## src/design/midpoint_circle_octant_stepper_assert.svh

```systemverilog
// ----------------------------------------------------------------------------
// Midpoint circle octant stepper - assertion macros
// Shared concurrent check forms, clocked and disabled in reset.
// ----------------------------------------------------------------------------
`ifndef MIDPOINT_CIRCLE_OCTANT_STEPPER_ASSERT_SVH
`define MIDPOINT_CIRCLE_OCTANT_STEPPER_ASSERT_SVH

// Same-cycle implication.
`define MCOS_ASSERT_IMP(label, clk, rst_n, ante, cons) \
    label: assert property (@(posedge clk) disable iff (!(rst_n)) (ante) |-> (cons)) \
        else $error("mcos: same-cycle check failed");

// Next-cycle implication.
`define MCOS_ASSERT_NXT(label, clk, rst_n, ante, cons) \
    label: assert property (@(posedge clk) disable iff (!(rst_n)) (ante) |=> (cons)) \
        else $error("mcos: next-cycle check failed");

`endif

```

## src/design/mcos_pkg.sv

```systemverilog
// ----------------------------------------------------------------------------
// mcos_pkg
// Widths, codes and helpers for the midpoint circle octant stepper.
// ----------------------------------------------------------------------------
package mcos_pkg;

    localparam int MAX_DIM    = 4096;
    localparam int COORD_BITS = 16;

    localparam int PIX_W     = 12;
    localparam int CTR_W     = 16;
    localparam int RAD_W     = 15;
    localparam int MASK_W    = 4;
    localparam int COLOR_W   = 32;
    localparam int OFF_W     = 16;
    localparam int ERR_W     = 18;
    localparam int CFG_W     = 13;
    localparam int CFG_IDX_W = 2;
    localparam int NUM_PIX   = 8;
    localparam int SEL_W     = 3;

    // Signed width holding center plus or minus an offset
    localparam int CALC_W = ((COORD_BITS > OFF_W) ? COORD_BITS : OFF_W) + 2;
    localparam int CMP_W  = CALC_W + 1;

    localparam logic REQ_START = 1'b0;
    localparam logic REQ_STEP  = 1'b1;

    localparam logic [CFG_IDX_W-1:0] CFG_IMAGE_WIDTH  = 2'd0;
    localparam logic [CFG_IDX_W-1:0] CFG_IMAGE_HEIGHT = 2'd1;

    // Quadrant mask bits
    localparam int QB_PXPY = 3;
    localparam int QB_MXPY = 2;
    localparam int QB_MXMY = 1;
    localparam int QB_PXMY = 0;

    // True when 0 <= v < lim and v < MAX_DIM
    function automatic logic in_image(input logic signed [CALC_W-1:0] v,
                                      input logic [CFG_W-1:0] lim);
        logic [CMP_W-1:0] vu;
        vu = {1'b0, v};
        in_image = !v[CALC_W-1] && (vu < CMP_W'(lim)) && (vu < CMP_W'(MAX_DIM));
    endfunction

endpackage

```

## src/design/mcos_if.sv

```systemverilog
// ----------------------------------------------------------------------------
// mcos channel interfaces
// Request, pixel result and configuration write channels.
// ----------------------------------------------------------------------------
interface mcos_req_if
    import mcos_pkg::*;
();
    logic                    valid;
    logic                    ready;
    logic                    req_type;
    logic signed [CTR_W-1:0] center_x;
    logic signed [CTR_W-1:0] center_y;
    logic [RAD_W-1:0]        radius;
    logic [MASK_W-1:0]       quadrant_en;
    logic [COLOR_W-1:0]      draw_color;

    modport source (output valid, req_type, center_x, center_y, radius, quadrant_en,
                    draw_color, input ready);
    modport sink   (input valid, req_type, center_x, center_y, radius, quadrant_en,
                    draw_color, output ready);
endinterface

interface mcos_pix_if
    import mcos_pkg::*;
();
    logic               valid;
    logic               ready;
    logic [PIX_W-1:0]   pixel_x;
    logic [PIX_W-1:0]   pixel_y;
    logic [COLOR_W-1:0] pixel_rgba;
    logic               pixel_valid;
    logic               last_of_step;
    logic               circle_done;

    modport source (output valid, pixel_x, pixel_y, pixel_rgba, pixel_valid,
                    last_of_step, circle_done, input ready);
    modport sink   (input valid, pixel_x, pixel_y, pixel_rgba, pixel_valid,
                    last_of_step, circle_done, output ready);
endinterface

interface mcos_cfg_if
    import mcos_pkg::*;
();
    logic                 valid;
    logic                 ready;
    logic [CFG_IDX_W-1:0] index;
    logic [CFG_W-1:0]     data;

    modport source (output valid, index, data, input ready);
    modport sink   (input valid, index, data, output ready);
endinterface

```

## src/design/midpoint_circle_octant_stepper.sv

```systemverilog
// ----------------------------------------------------------------------------
// midpoint_circle_octant_stepper
// Steps a midpoint circle one octant step per request, emitting mirrored pixels.
// ----------------------------------------------------------------------------
// Channels: i_req takes start (load center, radius, mask, color) and step
// requests; o_pix returns results; i_cfg writes image width (index 0) and
// height (index 1) and is always ready.
// A request is evaluated in the cycle it transfers: the octant step updates
// the circle state and all eight mirrored candidates are clipped, masked and
// latched into a result buffer. Results appear on o_pix the next cycle and
// drain one per cycle in fixed order while the receiver is ready, set by
// the single result port (one transfer per cycle).
// A start, an idle step or a fully clipped step gives one status result.
// A new request is taken in the cycle the last buffered result transfers,
// so requests run back to back with no bubble.
// If the receiver stalls, the buffer holds and i_req.ready stays low.
// Reset (synchronous, active low) clears the circle state, the image size
// and the result buffer.
// ----------------------------------------------------------------------------
`include "midpoint_circle_octant_stepper_assert.svh"

module midpoint_circle_octant_stepper
    import mcos_pkg::*;
(
    input  logic       i_clk,
    input  logic       i_rst_n,
    mcos_req_if.sink   i_req,
    mcos_cfg_if.sink   i_cfg,
    mcos_pix_if.source o_pix
);

    // circle state
    logic signed [COORD_BITS-1:0] r_cx, r_cy;
    logic signed [OFF_W-1:0]      r_off_a, r_off_b, n_off_a, n_off_b;
    logic signed [ERR_W-1:0]      r_err, n_err;
    logic [MASK_W-1:0]            r_mask;
    logic [COLOR_W-1:0]           r_color;
    logic                         r_active, n_active;
    logic [CFG_W-1:0]             r_img_w, r_img_h;

    // result buffer
    logic                 r_busy;
    logic                 r_status;
    logic [NUM_PIX-1:0]   r_pend, n_pend;
    logic [PIX_W-1:0]     r_px [NUM_PIX];
    logic [PIX_W-1:0]     r_py [NUM_PIX];

    logic signed [CALC_W-1:0] cand_x [NUM_PIX];
    logic signed [CALC_W-1:0] cand_y [NUM_PIX];
    logic signed [CALC_W-1:0] cx_e, cy_e, a_e, b_e;
    logic signed [CALC_W-1:0] x_pa, x_ma, x_pb, x_mb, y_pa, y_ma, y_pb, y_mb;
    logic [NUM_PIX-1:0]       gate;
    logic signed [ERR_W-1:0]  err_inc;
    logic [SEL_W-1:0]         sel;
    logic [NUM_PIX-1:0]       pend_pop;
    logic                     out_last;
    logic                     req_xfer, pix_xfer;

    assign req_xfer = i_req.valid && i_req.ready;
    assign pix_xfer = o_pix.valid && o_pix.ready;

    // ---------------- candidate pixels ----------------
    assign cx_e = CALC_W'(r_cx);
    assign cy_e = CALC_W'(r_cy);
    assign a_e  = CALC_W'(r_off_a);
    assign b_e  = CALC_W'(r_off_b);

    // c - v - 1 == c + ~v
    assign x_pa = cx_e + a_e;
    assign x_ma = cx_e + ~a_e;
    assign x_pb = cx_e + b_e;
    assign x_mb = cx_e + ~b_e;
    assign y_pa = cy_e + a_e;
    assign y_ma = cy_e + ~a_e;
    assign y_pb = cy_e + b_e;
    assign y_mb = cy_e + ~b_e;

    always_comb begin
        cand_x[0] = x_pa; cand_y[0] = y_pb;
        cand_x[1] = x_pb; cand_y[1] = y_pa;
        cand_x[2] = x_ma; cand_y[2] = y_pb;
        cand_x[3] = x_pb; cand_y[3] = y_ma;
        cand_x[4] = x_pa; cand_y[4] = y_mb;
        cand_x[5] = x_mb; cand_y[5] = y_pa;
        cand_x[6] = x_ma; cand_y[6] = y_mb;
        cand_x[7] = x_mb; cand_y[7] = y_ma;
    end

    assign gate = {r_mask[QB_MXMY], r_mask[QB_MXMY], r_mask[QB_MXPY], r_mask[QB_PXMY],
                   r_mask[QB_PXMY], r_mask[QB_MXPY], r_mask[QB_PXPY], r_mask[QB_PXPY]};

    always_comb begin
        for (int k = 0; k < NUM_PIX; k++) begin
            n_pend[k] = gate[k] && in_image(cand_x[k], r_img_w)
                        && in_image(cand_y[k], r_img_h);
        end
    end

    // ---------------- octant step ----------------
    assign err_inc = (ERR_W'(r_off_b) <<< 1) + ERR_W'(2);

    always_comb begin
        logic signed [ERR_W-1:0] err_mid;
        err_mid = r_err + err_inc;
        n_off_b = r_off_b + OFF_W'(1);
        n_off_a = r_off_a;
        n_err   = err_mid;
        if (!err_mid[ERR_W-1]) begin
            n_off_a = r_off_a - OFF_W'(1);
            n_err   = err_mid - (ERR_W'(r_off_a) <<< 1) + ERR_W'(1);
        end
        n_active = (n_off_a >= n_off_b);
    end

    always_ff @(posedge i_clk) begin
        if (!i_rst_n) begin
            r_cx     <= '0;
            r_cy     <= '0;
            r_off_a  <= '0;
            r_off_b  <= '0;
            r_err    <= '0;
            r_mask   <= '0;
            r_color  <= '0;
            r_active <= 1'b0;
        end else if (req_xfer) begin
            if (i_req.req_type == REQ_START) begin
                r_cx     <= i_req.center_x[COORD_BITS-1:0];
                r_cy     <= i_req.center_y[COORD_BITS-1:0];
                r_off_a  <= OFF_W'(i_req.radius) - OFF_W'(1);
                r_off_b  <= '0;
                r_err    <= -ERR_W'(i_req.radius);
                r_mask   <= i_req.quadrant_en;
                r_color  <= i_req.draw_color;
                r_active <= (i_req.radius != '0);
            end else if (r_active) begin
                r_off_a  <= n_off_a;
                r_off_b  <= n_off_b;
                r_err    <= n_err;
                r_active <= n_active;
            end
        end
    end

    // ---------------- configuration ----------------
    assign i_cfg.ready = 1'b1;

    always_ff @(posedge i_clk) begin
        if (!i_rst_n) begin
            r_img_w <= '0;
            r_img_h <= '0;
        end else if (i_cfg.valid) begin
            if (i_cfg.index == CFG_IMAGE_WIDTH) begin
                r_img_w <= i_cfg.data;
            end
            if (i_cfg.index == CFG_IMAGE_HEIGHT) begin
                r_img_h <= i_cfg.data;
            end
        end
    end

    // ---------------- result buffer ----------------
    always_comb begin
        sel = '0;
        for (int k = NUM_PIX - 1; k >= 0; k--) begin
            if (r_pend[k]) begin
                sel = SEL_W'(k);
            end
        end
    end

    assign pend_pop = r_pend & (r_pend - NUM_PIX'(1));
    assign out_last = r_status || (pend_pop == '0);

    assign i_req.ready = !r_busy || (o_pix.ready && out_last);

    always_ff @(posedge i_clk) begin
        if (!i_rst_n) begin
            r_busy   <= 1'b0;
            r_status <= 1'b0;
            r_pend   <= '0;
        end else if (req_xfer) begin
            r_busy <= 1'b1;
            if (i_req.req_type == REQ_STEP && r_active && n_pend != '0) begin
                r_status <= 1'b0;
                r_pend   <= n_pend;
            end else begin
                r_status <= 1'b1;
                r_pend   <= '0;
            end
        end else if (pix_xfer) begin
            if (out_last) begin
                r_busy   <= 1'b0;
                r_status <= 1'b0;
                r_pend   <= '0;
            end else begin
                r_pend <= pend_pop;
            end
        end
    end

    always_ff @(posedge i_clk) begin
        if (req_xfer) begin
            for (int k = 0; k < NUM_PIX; k++) begin
                r_px[k] <= cand_x[k][PIX_W-1:0];
                r_py[k] <= cand_y[k][PIX_W-1:0];
            end
        end
    end

    assign o_pix.valid        = r_busy;
    assign o_pix.pixel_valid  = !r_status;
    assign o_pix.pixel_x      = r_status ? '0 : r_px[sel];
    assign o_pix.pixel_y      = r_status ? '0 : r_py[sel];
    assign o_pix.pixel_rgba   = r_status ? '0 : r_color;
    assign o_pix.last_of_step = out_last;
    assign o_pix.circle_done  = !r_active;

    // ---------------- assertions ----------------
    `MCOS_ASSERT_IMP(a_status_is_last, i_clk, i_rst_n,
                     o_pix.valid && !o_pix.pixel_valid, o_pix.last_of_step)
    `MCOS_ASSERT_NXT(a_req_gives_result, i_clk, i_rst_n, req_xfer, o_pix.valid)
    `MCOS_ASSERT_IMP(a_active_order, i_clk, i_rst_n, r_active, r_off_a >= r_off_b)
    `MCOS_ASSERT_IMP(a_status_no_pend, i_clk, i_rst_n, r_status, r_pend == '0)

endmodule

```

## src/flat_wrapper.sv

```systemverilog
// flat-port wrapper written by rule: the top's interface ports become plain ports
module midpoint_circle_octant_stepper_flat import mcos_pkg::*;
  (i_clk, i_rst_n, i_req_valid, i_req_req_type, i_req_center_x, i_req_center_y, i_req_radius, i_req_quadrant_en, i_req_draw_color, i_req_ready, i_cfg_valid, i_cfg_index, i_cfg_data, i_cfg_ready, o_pix_valid, o_pix_pixel_x, o_pix_pixel_y, o_pix_pixel_rgba, o_pix_pixel_valid, o_pix_last_of_step, o_pix_circle_done, o_pix_ready);
  mcos_req_if i_req_i ();
  mcos_cfg_if i_cfg_i ();
  mcos_pix_if o_pix_i ();
  input  logic i_clk;
  input  logic i_rst_n;
  input wire logic [$bits(i_req_i.valid)-1:0] i_req_valid;
  input wire logic [$bits(i_req_i.req_type)-1:0] i_req_req_type;
  input wire logic [$bits(i_req_i.center_x)-1:0] i_req_center_x;
  input wire logic [$bits(i_req_i.center_y)-1:0] i_req_center_y;
  input wire logic [$bits(i_req_i.radius)-1:0] i_req_radius;
  input wire logic [$bits(i_req_i.quadrant_en)-1:0] i_req_quadrant_en;
  input wire logic [$bits(i_req_i.draw_color)-1:0] i_req_draw_color;
  output wire logic [$bits(i_req_i.ready)-1:0] i_req_ready;
  input wire logic [$bits(i_cfg_i.valid)-1:0] i_cfg_valid;
  input wire logic [$bits(i_cfg_i.index)-1:0] i_cfg_index;
  input wire logic [$bits(i_cfg_i.data)-1:0] i_cfg_data;
  output wire logic [$bits(i_cfg_i.ready)-1:0] i_cfg_ready;
  output wire logic [$bits(o_pix_i.valid)-1:0] o_pix_valid;
  output wire logic [$bits(o_pix_i.pixel_x)-1:0] o_pix_pixel_x;
  output wire logic [$bits(o_pix_i.pixel_y)-1:0] o_pix_pixel_y;
  output wire logic [$bits(o_pix_i.pixel_rgba)-1:0] o_pix_pixel_rgba;
  output wire logic [$bits(o_pix_i.pixel_valid)-1:0] o_pix_pixel_valid;
  output wire logic [$bits(o_pix_i.last_of_step)-1:0] o_pix_last_of_step;
  output wire logic [$bits(o_pix_i.circle_done)-1:0] o_pix_circle_done;
  input wire logic [$bits(o_pix_i.ready)-1:0] o_pix_ready;
  assign i_req_i.valid = i_req_valid;
  assign i_req_i.req_type = i_req_req_type;
  assign i_req_i.center_x = i_req_center_x;
  assign i_req_i.center_y = i_req_center_y;
  assign i_req_i.radius = i_req_radius;
  assign i_req_i.quadrant_en = i_req_quadrant_en;
  assign i_req_i.draw_color = i_req_draw_color;
  assign i_req_ready = i_req_i.ready;
  assign i_cfg_i.valid = i_cfg_valid;
  assign i_cfg_i.index = i_cfg_index;
  assign i_cfg_i.data = i_cfg_data;
  assign i_cfg_ready = i_cfg_i.ready;
  assign o_pix_valid = o_pix_i.valid;
  assign o_pix_pixel_x = o_pix_i.pixel_x;
  assign o_pix_pixel_y = o_pix_i.pixel_y;
  assign o_pix_pixel_rgba = o_pix_i.pixel_rgba;
  assign o_pix_pixel_valid = o_pix_i.pixel_valid;
  assign o_pix_last_of_step = o_pix_i.last_of_step;
  assign o_pix_circle_done = o_pix_i.circle_done;
  assign o_pix_i.ready = o_pix_ready;
  midpoint_circle_octant_stepper u_core (.i_clk(i_clk), .i_rst_n(i_rst_n), .i_req(i_req_i), .i_cfg(i_cfg_i), .o_pix(o_pix_i));
endmodule
```

## config.mk

```make
export PLATFORM = sky130hd
export DESIGN_NAME = midpoint_circle_octant_stepper_flat
export DESIGN_NICKNAME = d
export VERILOG_FILES = /design/src/design/mcos_pkg.sv /design/src/design/mcos_if.sv /design/src/design/midpoint_circle_octant_stepper.sv /design/src/flat_wrapper.sv
export VERILOG_INCLUDE_DIRS = /design/src /design/src/design
export SDC_FILE = /design/constraint.sdc
export NUM_CORES = 1
export LEC_CHECK = 0
export BUFFER_PORTS_ARGS = -buffer_cell sky130_fd_sc_hd__buf_2
export CORE_MARGIN = 4
export CORE_UTILIZATION = 55
export DETAILED_ROUTE_END_ITERATION = 6
export GPL_TIMING_DRIVEN = 0
export PLACE_DENSITY_LB_ADDON = 0.3
export SYNTH_ARGS = -nofsm -noshare
export SYNTH_HDL_FRONTEND = slang
export SYNTH_SLANG_ARGS = --single-unit
```

## constraint.sdc

```tcl
create_clock -name i_clk -period 7.2 [get_ports i_clk]
set_input_delay 1.44 -clock i_clk [delete_from_list [all_inputs] [get_ports i_clk]]
set_output_delay 1.44 -clock i_clk [all_outputs]
set_load 0.01 [all_outputs]
```

==> flow_summary.json <==
{
  "status": "finished clean",
  "drv_slew": 0,
  "grt_pass1_wl_um": 112000,
  "power_uw": 4990,
  "hpwl_um": 57400,
  "ir_drop_mv": 0.212,
  "wl_per_cell_um": 22.5,
  "postRouteAntennaNets": 0,
  "grt_max_degree": 60,
  "placedCellCount": 3212,
  "wl_um": 73500,
  "die_x_um": 204,
  "slowest_delay_ns": 0.56,
  "vias": 20320,
  "avgViaCountPerCell": 6.22,
  "crit_fanout": 10,
  "layout_common_cells": "ha_1 (306), a21oi_1 (281), nand2_1 (272)",
  "min_path_cells": 2,
  "die_h_um": 204,
  "synthFlopType": "dfxtp_1",
  "htreeDepth": 1,
  "mostFrequentLayoutCell": "ha_1",
  "cp-start-kind": "flop",
  "powerDensity_nw_per_um2": 211,
  "setup.worst_path.end_class": "flop",
  "cts_resized": 0,
  "fin_area_um2": 23600,
  "coreArea_um2": 37800,
  "grt_pass1_vias": 19427,
  "ctsHoldBuffers": 0,
  "cts_setup_buffers": 0,
  "leakagePower_uw": 0.0101,
  "syn_nets": 2954,
  "synth_warnings": 0,
  "hold_class": "reg2reg",
  "drc_errors": 0,
  "ys_ff_latch": 251,
  "timing.setup.tns_ns": 0,
  "grt.overflow.total": 0,
  "max_freq_mhz": 152,
  "setup_viol": 0,
  "diodes": 0,
  "yosysSeqAreaShare_pct": 28.3,
  "synth_edf_count": 96,
  "period_share_pct": 91.5,
  "worstMarginPinSlew_ns": 1.01,
  "critPathArrivalTime_ns": 6.98,
  "cts_sinks": 251,
  "antenna_found_initial": 0,
  "yosys.cell_types.count": 95,
  "start_util_pct": 56.0,
  "cts_buffers": 29,
  "cp.required_ns": 7.60,
  "row_count": 71,
  "critical_path_class": "reg2reg",
  "place_congestion": 1.00,
  "nNetsFinal": 3152,
  "post-route-util_pct": 62.6,
  "area_growth_pct": 11.8,
  "async_reset_ff_share_pct": 0,
  "crit_slowest_cell": "dfxtp_1",
  "report.final.hold_viol_count": 0,
  "dr.pass1.iters": 7,
  "io_buffers": 164,
  "clkLatencyLatePin_ns": 0.57,
  "clock-skew-final_ns": 0.0305,
  "path_clk_slew_ns": 0.06,
  "syn_inst": 2534,
  "num_io_pins": 166,
  "postPlaceCellArea_um2": 22600,
  "drive_above_1_share_pct": 9.51,
  "cts-root-buf": "clkbuf_16",
  "fin_cells": 3265,
  "cts_buffer_depth": 3,
  "maxCapViolCount": 0,
  "groute.usage.overall_pct": 34.3,
  "syn_area_um2": 21100,
  "worst-r2r-cell-count": 27,
  "cp_common_cell": "a21oi_1",
  "die_area_um2": 41600,
  "rsz0062_at_grt": "false",
  "drtIter0Drc": 1912,
  "maxSlewHeadroom_pct": 32.5,
  "fin_crit_ns": 6.59,
  "cts_tree": "built",
  "syn-mean-instance-area_um2": 8.34
}
## worst paths after layout
check | from | to | slack [ns]
max | u_core.r_off_b[0] | u_core.r_active | 0.61
min | u_core.r_color[7] | u_core.r_color[7] | 0.45
max reg2reg | u_core.r_off_b[0] | u_core.r_active | 0.61
min reg2reg | u_core.r_color[7] | u_core.r_color[7] | 0.45
## routing by layer
layer  up-vias  part of all wire [%]  wire (µm)  track usage [%]
met3       271                   8.9       6550             5.70
li1       9507                     -          -                -
met5         -                     0          0                0
met1      9521                    40      29500             44.4
met4         0                   6.9       5070             19.2
met2      1021                    44      32400             54.6
## area by class of cell
cell class	instances	area, µm²
clock inverters	13	139
clock buffers	40	838
inverters	140	528
fillers	3388	14100
repair buffers	167	866
plain buffers	118	490
flip-flops and latches	251	5990
multi-input cells	2025	14100
well taps	511	639
## Yosys cell counts (12+ instances only)
master	count	area [µm²]
ha_1	306	3830
nand2_1	272	1020
o21a_1	31	233
mux2i_1	36	360
nor4_1	16	100
o21ai_0	76	380
a211oi_1	77	578
a21o_1	41	308
nand2b_1	30	188
nand4_1	13	81.3
xnor2_1	114	998
dfxtp_1	155	3100
xor2_1	33	289
inv_1	135	507
o21ai_1	35	175
o22ai_1	13	81.3
nor3_1	52	260
or3_1	29	181
o31ai_1	12	90.1
buf_2	17	85.1
o211ai_1	12	90.1
clkbuf_1	91	342
edfxtp_1	96	2880
and3_1	22	138
o21bai_1	28	210
a21oi_1	281	1410
a31oi_1	18	113
nand3_1	42	210
or4_1	12	90.1
nor2_1	182	683
nor2b_1	82	513
## report_power, final
| group | leakage, µW | internal [µW] | total, µW | switching (µW) |
|---|---|---|---|---|
| sequential | 0.00218 | 1610 | 1690 | 83.8 |
| combinational | 0.00744 | 713 | 1770 | 1060 |
| clock | 0.000483 | 916 | 1530 | 611 |
## stage by stage
| stage | hold WS [ns] | setup WS, ns |
|---|---|---|
| 2_1_floorplan | 0.432 | 2.30 |
| 3_3_place_gp | 0.438 | 0.899 |
| 3_5_place_dp | 0.442 | 0.782 |
| 4_1_cts | 0.450 | 0.797 |
| 5_1_grt | 0.474 | 0.209 |
| 6_report | 0.449 | 0.614 |
## worst max-delay path: cells and delay by family (launching register included)
family | cells | cell delay, ns
compound gates | 12 | 2.27
xor+xnor | 1 | 0.18
fa+ha+maj | 3 | 0.75
buf+inv | 4 | 1.06
flops | 1 | 0.56
mux | 1 | 0.23
simple gates | 6 | 1.36
## kinds of logic (layout without fill, tap and decap cells)
group | count (synthesis) | after routing | share of synthesized area, %
xor+xnor | 147 | 147 | 6.09
compound gates | 733 | 733 | 22.0
buf+inv | 258 | 478 | 4.81
other cells | 1 | 1 | 0.0177
mux | 40 | 40 | 1.94
fa+ha+maj | 318 | 318 | 19.2
flops | 251 | 251 | 28.3
simple gates | 786 | 786 | 17.7
## sequential cells by signal, summed over array words and instances (netlist names)
name                flops
u_core.r_color         32
u_core.r_mask           4
u_core.r_cy            16
u_core.r_active         1
u_core.r_py            48
u_core.r_img_w         13
u_core.r_pend           8
u_core.r_cx            16
u_core.r_err           18
u_core.r_img_h         13
u_core.r_px            48
u_core.r_status         1
u_core.r_off_a         16
u_core.r_off_b         16
u_core.o_pix.valid      1
Power figures use the tool's default switching activity.
